<file path="config.mk">
export PLATFORM = sky130hd
export DESIGN_NAME = sliding_window_entropy_unit
export DESIGN_NICKNAME = d
export VERILOG_FILES = /design/src/hdl/swe_pkg.sv /design/src/hdl/swe_cnt_tab.sv /design/src/hdl/swe_div.sv /design/src/hdl/sliding_window_entropy_unit.sv
export VERILOG_INCLUDE_DIRS = /design/src /design/src/hdl
export SDC_FILE = /design/constraint.sdc
export NUM_CORES = 2
export LEC_CHECK = 0
export ABC_CLOCK_PERIOD_IN_PS = 18250
export BUFFER_PORTS_ARGS = -buffer_cell sky130_fd_sc_hd__clkbuf_2
export CORE_MARGIN = 3
export CORE_UTILIZATION = 50
export CTS_CLUSTER_DIAMETER = 100
export DETAILED_ROUTE_END_ITERATION = 16
export PLACE_DENSITY = 0.76
export SYNTH_ARGS = -nofsm -noshare
export SYNTH_HDL_FRONTEND = slang
export SYNTH_HIERARCHICAL = 1
export SYNTH_SLANG_ARGS = --single-unit
</file>
<file path="constraint.sdc">
create_clock -name clk_i -period 18.25 [get_ports clk_i]
set_input_delay 3.65 -clock clk_i [delete_from_list [all_inputs] [get_ports clk_i]]
set_output_delay 3.65 -clock clk_i [all_outputs]
set_load 0.03 [all_outputs]
</file>
<file path="src/hdl/sliding_window_entropy_unit_assert.svh">
// Assertion macros for the sliding window entropy unit.
`ifndef SLIDING_WINDOW_ENTROPY_UNIT_ASSERT_SVH
`define SLIDING_WINDOW_ENTROPY_UNIT_ASSERT_SVH
`ifndef SYNTHESIS
`define SWE_ASSERT(lbl, prop) \
  lbl: assert property (@(posedge clk_i) disable iff (!rst_ni) prop) \
    else $error("swe assertion failed");
`define SWE_ASSERT_NEXT(lbl, ante, cons) \
  lbl: assert property (@(posedge clk_i) disable iff (!rst_ni) (ante) |=> (cons)) \
    else $error("swe assertion failed");
`else
`define SWE_ASSERT(lbl, prop)
`define SWE_ASSERT_NEXT(lbl, ante, cons)
`endif
`endif

</file>
<file path="src/hdl/swe_pkg.sv">
// Shared types, constants and the n*log2(n) table of the sliding window entropy unit.
package swe_pkg;

  localparam int MAX_WINDOW = 64;
  localparam int ALPHABET   = 32;
  localparam int SYM_W      = 5;
  localparam int LEN_W      = 7;
  localparam int WPTR_W     = $clog2(MAX_WINDOW);
  localparam int SUM_W      = 24;
  localparam int PLOG_W     = 22;
  localparam int ENT_W      = 16;
  localparam int DCNT_W     = $clog2(ENT_W + 1);
  localparam int AIDX_W     = $clog2(ALPHABET);

  localparam logic [LEN_W-1:0] SINCE_MAX   = '1;
  localparam logic [LEN_W-1:0] DEFAULT_LEN = LEN_W'(12);
  localparam logic [LEN_W-1:0] MIN_LEN     = LEN_W'(2);

  typedef enum logic [2:0] {
    ST_IDLE,
    ST_OLD,
    ST_DEC,
    ST_NEW,
    ST_INC,
    ST_DIVGO,
    ST_DIV,
    ST_OUT
  } state_e;

  typedef struct packed {
    logic              clr;
    logic              rd;
    logic              wr;
    logic [AIDX_W-1:0] addr;
    logic [LEN_W-1:0]  wdata;
  } cnt_req_t;

  typedef struct packed {
    logic             start;
    logic [SUM_W-1:0] dividend;
    logic [LEN_W-1:0] divisor;
  } div_req_t;

  typedef struct packed {
    logic             done;
    logic [ENT_W-1:0] quot;
  } div_rsp_t;

  typedef logic [MAX_WINDOW:0][PLOG_W-1:0] plog_tab_t;

  function automatic logic [63:0] lg_q20(input int unsigned n);
    int unsigned k;
    logic [63:0] m;
    logic [63:0] frac;
    k = 0;
    for (int i = 1; i < 32; i++) begin
      if ((n >> i) != 0) k = i;
    end
    m = (64'(n) << 30) >> k;
    frac = '0;
    for (int i = 0; i < 20; i++) begin
      m = (m * m) >> 30;
      frac = frac << 1;
      if (m >= (64'd2 << 30)) begin
        m = m >> 1;
        frac[0] = 1'b1;
      end
    end
    return (64'(k) << 20) | frac;
  endfunction

  function automatic plog_tab_t build_plog();
    plog_tab_t t;
    logic [63:0] v;
    t[0] = '0;
    for (int n = 1; n <= MAX_WINDOW; n++) begin
      v = (64'(n) * lg_q20(n) + 64'd64) >> 7;
      t[n] = v[PLOG_W-1:0];
    end
    return t;
  endfunction

  localparam plog_tab_t PLOG_TAB = build_plog();

endpackage

</file>
<file path="src/hdl/swe_cnt_tab.sv">
// Per-symbol count table with registered read and valid bits cleared at once.
module swe_cnt_tab (
  input  logic                     clk_i,
  input  logic                     rst_ni,
  input  swe_pkg::cnt_req_t        req_i,
  output logic [swe_pkg::LEN_W-1:0] rdata_o
);

  logic [swe_pkg::LEN_W-1:0]    mem [swe_pkg::ALPHABET];
  logic [swe_pkg::ALPHABET-1:0] vld_q;
  logic [swe_pkg::LEN_W-1:0]    rd_q;
  logic                         rd_vld_q;

  always_ff @(posedge clk_i or negedge rst_ni) begin
    if (!rst_ni) begin
      vld_q <= '0;
    end else if (req_i.clr) begin
      vld_q <= '0;
    end else if (req_i.wr) begin
      vld_q[req_i.addr] <= 1'b1;
    end
  end

  always_ff @(posedge clk_i) begin
    if (req_i.wr) begin
      mem[req_i.addr] <= req_i.wdata;
    end
    if (req_i.rd) begin
      rd_q     <= mem[req_i.addr];
      rd_vld_q <= vld_q[req_i.addr];
    end
  end

  assign rdata_o = rd_vld_q ? rd_q : '0;

endmodule

</file>
<file path="src/hdl/swe_div.sv">
// Serial restoring divider, one quotient bit per cycle, saturating at full scale.
`include "sliding_window_entropy_unit_assert.svh"
module swe_div (
  input  logic              clk_i,
  input  logic              rst_ni,
  input  swe_pkg::div_req_t req_i,
  output swe_pkg::div_rsp_t rsp_o
);

  logic                          busy_q, busy_d;
  logic                          done_q, done_d;
  logic [swe_pkg::DCNT_W-1:0]    cnt_q, cnt_d;
  logic [swe_pkg::LEN_W-1:0]     rem_q, rem_d;
  logic [swe_pkg::LEN_W-1:0]     dvs_q, dvs_d;
  logic [swe_pkg::ENT_W-1:0]     sh_q, sh_d;
  logic [swe_pkg::LEN_W:0]       trial;
  logic [swe_pkg::LEN_W:0]       diff;
  logic [swe_pkg::SUM_W-1:0]     limit;

  assign trial = {rem_q, sh_q[swe_pkg::ENT_W-1]};
  assign diff  = trial - {1'b0, dvs_q};
  assign limit = swe_pkg::SUM_W'({req_i.divisor, swe_pkg::ENT_W'(0)});

  always_comb begin
    busy_d = busy_q;
    done_d = 1'b0;
    cnt_d  = cnt_q;
    rem_d  = rem_q;
    dvs_d  = dvs_q;
    sh_d   = sh_q;
    if (req_i.start) begin
      dvs_d = req_i.divisor;
      if (req_i.dividend >= limit) begin
        sh_d   = '1;
        done_d = 1'b1;
      end else begin
        rem_d  = req_i.dividend[swe_pkg::ENT_W +: swe_pkg::LEN_W];
        sh_d   = req_i.dividend[swe_pkg::ENT_W-1:0];
        cnt_d  = swe_pkg::DCNT_W'(swe_pkg::ENT_W);
        busy_d = 1'b1;
      end
    end else if (busy_q) begin
      if (trial >= {1'b0, dvs_q}) begin
        rem_d = diff[swe_pkg::LEN_W-1:0];
        sh_d  = {sh_q[swe_pkg::ENT_W-2:0], 1'b1};
      end else begin
        rem_d = trial[swe_pkg::LEN_W-1:0];
        sh_d  = {sh_q[swe_pkg::ENT_W-2:0], 1'b0};
      end
      cnt_d = cnt_q - swe_pkg::DCNT_W'(1);
      if (cnt_q == swe_pkg::DCNT_W'(1)) begin
        busy_d = 1'b0;
        done_d = 1'b1;
      end
    end
  end

  always_ff @(posedge clk_i or negedge rst_ni) begin
    if (!rst_ni) begin
      busy_q <= 1'b0;
      done_q <= 1'b0;
      cnt_q  <= '0;
    end else begin
      busy_q <= busy_d;
      done_q <= done_d;
      cnt_q  <= cnt_d;
    end
  end

  always_ff @(posedge clk_i) begin
    rem_q <= rem_d;
    dvs_q <= dvs_d;
    sh_q  <= sh_d;
  end

  assign rsp_o.done = done_q;
  assign rsp_o.quot = sh_q;

  `SWE_ASSERT(a_start_idle, req_i.start |-> !busy_q)
  `SWE_ASSERT_NEXT(a_done_pulse, done_q, !done_q)
  `SWE_ASSERT(a_rem_below_divisor, busy_q |-> rem_q < dvs_q)

endmodule

</file>
<file path="src/hdl/sliding_window_entropy_unit.sv">
// Top level of the sliding window entropy unit: window store, sequencer and output register.
//
//  channel | dir | handshake              | payload
//  s_axis  | in  | s_axis_tvalid/tready   | tdata: symbol; tuser: counted, valid_req
//  m_axis  | out | m_axis_tvalid/tready   | tdata: entropy Q3.13; tuser: masked
//  cfg     | in  | cfg_valid_i/cfg_ready_o| cfg_data_i: window_length
//
// Most of a transaction is spent in the serial divider, 16 steps of one subtract and
// compare each; each count table access takes a state of the sequencer as well.
// Reset clears the count table valid bits at once; no clearing pass is needed.
// A finished result waits in the output register while the next transaction is taken.
// A configuration write empties the window and is taken only while idle.
`include "sliding_window_entropy_unit_assert.svh"
module sliding_window_entropy_unit (
  input  logic                      clk_i,
  input  logic                      rst_ni,
  input  logic                      s_axis_tvalid,
  output logic                      s_axis_tready,
  input  logic [7:0]                s_axis_tdata,   // [4:0] symbol
  input  logic [1:0]                s_axis_tuser,   // [0] counted, [1] valid_req
  output logic                      m_axis_tvalid,
  input  logic                      m_axis_tready,
  output logic [15:0]               m_axis_tdata,   // [15:0] entropy
  output logic                      m_axis_tuser,   // [0] masked
  input  logic                      cfg_valid_i,
  output logic                      cfg_ready_o,
  input  logic [swe_pkg::LEN_W-1:0] cfg_data_i
);

  localparam int ENTRY_W = swe_pkg::SYM_W + 1;

  swe_pkg::state_e state_q, state_d;

  logic [swe_pkg::LEN_W-1:0]  len_q, len_d;
  logic [swe_pkg::WPTR_W-1:0] wptr_q, wptr_d;
  logic [swe_pkg::LEN_W-1:0]  fill_q, fill_d;
  logic [swe_pkg::LEN_W-1:0]  since_q, since_d;
  logic [swe_pkg::SUM_W-1:0]  lsum_q, lsum_d;
  logic [swe_pkg::LEN_W-1:0]  ctot_q, ctot_d;
  logic [swe_pkg::SYM_W-1:0]  sym_q, sym_d;
  logic                       cnt_q, cnt_d;
  logic                       val_q, val_d;
  logic                       full_q, full_d;
  logic [swe_pkg::ENT_W-1:0]  res_q, res_d;
  logic                       m_valid_q, m_valid_d;
  logic [swe_pkg::ENT_W-1:0]  m_ent_q, m_ent_d;
  logic                       m_mask_q, m_mask_d;

  logic [ENTRY_W-1:0]         window_mem [swe_pkg::MAX_WINDOW];
  logic [ENTRY_W-1:0]         win_rd_q;
  logic                       win_we;
  logic                       win_re;
  logic [swe_pkg::WPTR_W-1:0] old_ptr;

  logic [swe_pkg::LEN_W-1:0]  w_eff;
  logic [swe_pkg::LEN_W-1:0]  c_rd;
  logic [swe_pkg::LEN_W-1:0]  c_inc;
  logic [swe_pkg::LEN_W-1:0]  c_dec;
  logic [swe_pkg::SUM_W-1:0]  top;
  logic                       in_acc;
  logic                       cfg_acc;

  swe_pkg::cnt_req_t cnt_req;
  swe_pkg::div_req_t div_req;
  swe_pkg::div_rsp_t div_rsp;

  assign w_eff = (len_q < swe_pkg::MIN_LEN) ? swe_pkg::MIN_LEN :
                 (len_q > swe_pkg::LEN_W'(swe_pkg::MAX_WINDOW)) ?
                 swe_pkg::LEN_W'(swe_pkg::MAX_WINDOW) : len_q;
  assign old_ptr = wptr_q - w_eff[swe_pkg::WPTR_W-1:0];
  assign c_inc   = c_rd + swe_pkg::LEN_W'(1);
  assign c_dec   = c_rd - swe_pkg::LEN_W'(1);
  assign top     = swe_pkg::SUM_W'(swe_pkg::PLOG_TAB[ctot_q]);

  assign cfg_ready_o   = (state_q == swe_pkg::ST_IDLE);
  assign s_axis_tready = (state_q == swe_pkg::ST_IDLE) && !cfg_valid_i;
  assign in_acc        = s_axis_tvalid && s_axis_tready;
  assign cfg_acc       = cfg_valid_i && cfg_ready_o;

  swe_cnt_tab u_cnt_tab (
    .clk_i   (clk_i),
    .rst_ni  (rst_ni),
    .req_i   (cnt_req),
    .rdata_o (c_rd)
  );

  swe_div u_div (
    .clk_i  (clk_i),
    .rst_ni (rst_ni),
    .req_i  (div_req),
    .rsp_o  (div_rsp)
  );

  always_comb begin
    state_d   = state_q;
    len_d     = len_q;
    wptr_d    = wptr_q;
    fill_d    = fill_q;
    since_d   = since_q;
    lsum_d    = lsum_q;
    ctot_d    = ctot_q;
    sym_d     = sym_q;
    cnt_d     = cnt_q;
    val_d     = val_q;
    full_d    = full_q;
    res_d     = res_q;
    m_valid_d = m_valid_q && !m_axis_tready;
    m_ent_d   = m_ent_q;
    m_mask_d  = m_mask_q;
    win_we    = 1'b0;
    win_re    = 1'b0;
    cnt_req   = '0;
    div_req   = '0;
    case (state_q)
      swe_pkg::ST_IDLE: begin
        if (cfg_acc) begin
          len_d       = cfg_data_i;
          fill_d      = '0;
          lsum_d      = '0;
          ctot_d      = '0;
          since_d     = swe_pkg::SINCE_MAX;
          cnt_req.clr = 1'b1;
        end else if (in_acc) begin
          sym_d   = s_axis_tdata[swe_pkg::SYM_W-1:0];
          cnt_d   = s_axis_tuser[0];
          val_d   = s_axis_tuser[1];
          full_d  = fill_q >= w_eff;
          win_re  = 1'b1;
          state_d = swe_pkg::ST_OLD;
        end
      end
      swe_pkg::ST_OLD: begin
        fill_d = full_q ? w_eff : fill_q + swe_pkg::LEN_W'(1);
        if (full_q && win_rd_q[0]) begin
          cnt_req.rd   = 1'b1;
          cnt_req.addr = win_rd_q[ENTRY_W-1:1];
          state_d      = swe_pkg::ST_DEC;
        end else begin
          state_d = swe_pkg::ST_NEW;
        end
      end
      swe_pkg::ST_DEC: begin
        if (c_rd != '0) begin
          lsum_d        = lsum_q - swe_pkg::SUM_W'(swe_pkg::PLOG_TAB[c_rd])
                          + swe_pkg::SUM_W'(swe_pkg::PLOG_TAB[c_dec]);
          cnt_req.wr    = 1'b1;
          cnt_req.addr  = win_rd_q[ENTRY_W-1:1];
          cnt_req.wdata = c_dec;
          if (ctot_q != '0) begin
            ctot_d = ctot_q - swe_pkg::LEN_W'(1);
          end
        end
        state_d = swe_pkg::ST_NEW;
      end
      swe_pkg::ST_NEW: begin
        win_we = 1'b1;
        wptr_d = wptr_q + swe_pkg::WPTR_W'(1);
        if (!val_q) begin
          since_d = '0;
        end else if (since_q < swe_pkg::SINCE_MAX) begin
          since_d = since_q + swe_pkg::LEN_W'(1);
        end
        if (cnt_q) begin
          cnt_req.rd   = 1'b1;
          cnt_req.addr = sym_q;
          state_d      = swe_pkg::ST_INC;
        end else begin
          state_d = swe_pkg::ST_DIVGO;
        end
      end
      swe_pkg::ST_INC: begin
        if (c_rd < swe_pkg::LEN_W'(swe_pkg::MAX_WINDOW)) begin
          lsum_d        = lsum_q - swe_pkg::SUM_W'(swe_pkg::PLOG_TAB[c_rd])
                          + swe_pkg::SUM_W'(swe_pkg::PLOG_TAB[c_inc]);
          cnt_req.wr    = 1'b1;
          cnt_req.addr  = sym_q;
          cnt_req.wdata = c_inc;
          ctot_d        = ctot_q + swe_pkg::LEN_W'(1);
        end
        state_d = swe_pkg::ST_DIVGO;
      end
      swe_pkg::ST_DIVGO: begin
        if (ctot_q != '0 && top > lsum_q) begin
          div_req.start    = 1'b1;
          div_req.dividend = top - lsum_q;
          div_req.divisor  = ctot_q;
          state_d          = swe_pkg::ST_DIV;
        end else begin
          res_d   = '0;
          state_d = swe_pkg::ST_OUT;
        end
      end
      swe_pkg::ST_DIV: begin
        if (div_rsp.done) begin
          res_d   = div_rsp.quot;
          state_d = swe_pkg::ST_OUT;
        end
      end
      swe_pkg::ST_OUT: begin
        if (!m_valid_q || m_axis_tready) begin
          m_valid_d = 1'b1;
          m_ent_d   = res_q;
          m_mask_d  = (fill_q < w_eff) || (since_q < w_eff);
          state_d   = swe_pkg::ST_IDLE;
        end
      end
      default: begin
        state_d = swe_pkg::ST_IDLE;
      end
    endcase
  end

  always_ff @(posedge clk_i or negedge rst_ni) begin
    if (!rst_ni) begin
      state_q   <= swe_pkg::ST_IDLE;
      len_q     <= swe_pkg::DEFAULT_LEN;
      wptr_q    <= '0;
      fill_q    <= '0;
      since_q   <= swe_pkg::SINCE_MAX;
      lsum_q    <= '0;
      ctot_q    <= '0;
      m_valid_q <= 1'b0;
    end else begin
      state_q   <= state_d;
      len_q     <= len_d;
      wptr_q    <= wptr_d;
      fill_q    <= fill_d;
      since_q   <= since_d;
      lsum_q    <= lsum_d;
      ctot_q    <= ctot_d;
      m_valid_q <= m_valid_d;
    end
  end

  always_ff @(posedge clk_i) begin
    sym_q    <= sym_d;
    cnt_q    <= cnt_d;
    val_q    <= val_d;
    full_q   <= full_d;
    res_q    <= res_d;
    m_ent_q  <= m_ent_d;
    m_mask_q <= m_mask_d;
  end

  always_ff @(posedge clk_i) begin
    if (win_we) begin
      window_mem[wptr_q] <= {sym_q, cnt_q};
    end
    if (win_re) begin
      win_rd_q <= window_mem[old_ptr];
    end
  end

  assign m_axis_tvalid = m_valid_q;
  assign m_axis_tdata  = m_ent_q;
  assign m_axis_tuser  = m_mask_q;

  `SWE_ASSERT(a_fill_in_window, fill_q <= w_eff)
  `SWE_ASSERT(a_total_le_fill, ctot_q <= fill_q)
  `SWE_ASSERT_NEXT(a_accept_starts, in_acc, state_q == swe_pkg::ST_OLD)

endmodule

</file>
==> flow_summary.yaml <==
placed_design:
  gp_congestion: 0.959
  dp_hpwl_um: 75800
  post-place-ws_ps: 9180
  placed_area_mm2: 0.0452
  io_buffers: 38
synth:
  synthDistinctLibCells: 96
  synthesis.area_mm2: 0.0440
  syn_area_per_cell_um2: 11.4
  syn_inst: 3859
  synth_edf_count: 693
  ys_warn_count: 6
  synth_ff_type: "edfxtp_1"
  synth_top_area_share_pct: 47.3
  synth_seq_cells: 794
  ys_async_sr_fraction_pct: 12.7
  synth_area_leaders: "edfxtp_1, mux4_2, dfrtp_1"
  synth_top_cell_by_area: "edfxtp_1"
  ys_seq_area_share_pct: 53.0
critical_path:
  crit_required_ps: 18570
  timing.rr.end: "u_div/rem_q[5]$_DFFE_PP_"
  path_class: "flip-flop to flip-flop"
  critical-path-slowest-cell: "a2111oi_0"
  cp-start-kind: "flip-flop"
  critPathCaptureType: "flip-flop"
  crit-reg2reg-launch: "ctot_q[1]$_DFFE_PN0P_"
  critPathBufInv: 1
  arrival_ps: 9730
  worstPathCellList: "clkinv_1, ha_1, or2_2, a21oi_1, o311a_1, a2111oi_0, ha_1, a21oi_1, o21ai_0, a21oi_1, o21bai_1, a31oi_1, o221ai_1, o311a_1, nand3_1, nor2_1, ha_1, nand4b_1, nor4_1, a211o_2, a21oi_4, a21o_2"
  reg2reg_slack_ps: 8840
  cp_max_fo: 29
  rr_worst_depth: 22
  cpLargestDelayFamily: "compound AO/OA/AOI/OAI gates"
  slowest_delay_ps: 1010
route:
  wl_per_cell_um: 23.8
  wl_met3_um: 12000
  drc: 0
  drt_iter0_markers: 4643
  wl_um: 119000
  vias_per_cell: 6.52
  first_pass_iters: 9
  m1WireLength_um: 47800
  drtAntennaViolNets: 0
  vias: 32451
  route.met2.wl_um: 54500
  top_layer: "met5"
clock_network:
  cts-root-buf: "clkbuf_16"
  cts_tree: "done"
  cts_resized: 0
  clk_path_buf_depth: 3
  cts_buffers: 78
  ctsHoldBuffers: 0
  clock_latency_ps: 640
  cts.clk_slew.worst_paths_ps: 60
  postCtsSetupRepairBufs: 0
  cts.sinks: 794
  htreeDepth: 3
timing:
  setup_viol: 0
  fmax_mhz: 106
  final.setup_skew_ps: 43.1
  slew_viol_final: 0
  setup_tns_ps: 0
  max_slew.worst_pin.slew_ps: 1230
  relSlewSlack_pct: 17.5
  min_period_ps: 9410
  rsz0062_at_grt: "false"
  postLayoutSetupSlackWorst_ps: 8840
  finalHoldViolations: 0
  period_share_pct: 51.6
layout:
  fin_util_pct: 55.0
  fin_nets: 3948
  drive_gt1_share_pct: 11.5
  stdcell_area_mm2: 0.0478
  fillers: 7114
  final_common_cell: "edfxtp_1"
  syn2layout_area_growth_pct: 8.66
  layout_common_cells: "edfxtp_1, nor2_1, nand2_1, a21oi_1, o21ai_0"
grt:
  grt_first_pass_wirelength_um: 184000
  first_global_vias: 30567
  grt_max_degree: 87
  track_usage_pct: 25.7
  antenna_found_initial: 2
  grt_overflow_total: 0
run:
  maxCapViolations: 0
worst_hold_path:
  hp-class: "flip-flop to flip-flop"
  hp-start: "res_q[15]$_SDFFCE_PP0P_"
  whs_endpoint: "m_axis_tdata[15]$_DFFE_PP_"
  hold_depth: 0
run_status:
  status: "finished, final reports clean"
floorplan:
  fp.dieW_um: 303
  die_y_um: 303
  rows: 108
  design.core.area_mm2: 0.0870
  io_pins: 42
  initial_utilization_pct: 50.6
  die-area_mm2: 0.0916
==> per-stage QoR <==
stage	hold WS, ps	std cells
4_1_cts	419	4977
5_1_grt	425	4978
6_report	419	4979
3_3_place_gp	404	4833
2_1_floorplan	400	3860
3_5_place_dp	405	4833
==> how the worst max path moves through the flow <==
stage | startpoint | endpoint | slack, ps | cells after the start
after detailed placement | ctot_q[1]$_DFFE_PN0P_ | u_div/rem_q[0]$_DFFE_PP_ | 9180 | 22
after global routing | ctot_q[1]$_DFFE_PN0P_ | u_div/rem_q[6]$_DFFE_PP_ | 8280 | 22
after global placement | ctot_q[1]$_DFFE_PN0P_ | u_div/rem_q[0]$_DFFE_PP_ | 9160 | 22
final | ctot_q[1]$_DFFE_PN0P_ | u_div/rem_q[5]$_DFFE_PP_ | 8840 | 22
after floorplan | cfg_valid_i | s_axis_tready | 9960 | 1
after CTS | ctot_q[1]$_DFFE_PN0P_ | u_div/rem_q[2]$_DFFE_PP_ | 9120 | 22
==> flip-flops by register name, summed over array words and instances, names as in the netlist, 16 cells and up <==
name	flops
window_mem	384
u_cnt_tab/mem	224
u_cnt_tab/vld_q	32
lsum_q	24
m_axis_tdata	16
res_q	16
u_div/sh_q	16
==> cell usage after synthesis (15+ instances only) <==
cell	number
a211oi_1	58
a21o_1	47
a21oi_1	244
a221oi_1	16
a311oi_1	28
a31oi_1	62
and2_1	36
buf_1	41
buf_2	32
clkbuf_1	196
dfrtp_1	92
edfxtp_1	693
ha_1	159
inv_1	111
mux2i_1	143
mux4_2	127
nand2_1	298
nand2b_1	41
nand3_1	80
nand4_1	17
nor2_1	417
nor2b_1	33
nor3_1	73
nor4_1	23
o211ai_1	51
o21ai_0	228
o221ai_1	15
o22ai_1	93
o311ai_0	31
xnor2_1	61
xor2_1	35
==> layer usage <==
layer / track usage [%] / vias to the layer above
met5: 0 / -
met4: 8.48 / 2
met3: 5.11 / 281
met2: 39.8 / 1877
met1: 36.5 / 15792
li1: - / 14499
==> cell families (layout without fill, tap and decap cells) <==
family,after synthesis,in the layout,share of synthesized area (%)
adder cells (fa/ha/maj),168,168,4.91
AND/OR/NAND/NOR,1105,1105,11.5
other,1,3,0.00852
flip-flops,794,794,53.0
XOR/XNOR,96,96,1.91
buffers and inverters,398,361,3.66
multiplexers,281,281,10.0
AO/OA/AOI/OAI,1016,1016,14.9
==> area by class of cell <==
type	count	area, µm²	share of cell area, %
tap	1155	1450	3.02
antenna	1	2.50	0.00523
sequential	794	23300	48.8
timing repair buffer	104	686	1.43
clock buffer	107	2180	4.56
inverter	113	424	0.887
clock inverter	37	455	0.952
multi-input combinational	2668	19300	40.3
Power is left out: the tool's default activity adds up to more than one toggle a clock period on the data nets, which glitch-free logic cannot reach.
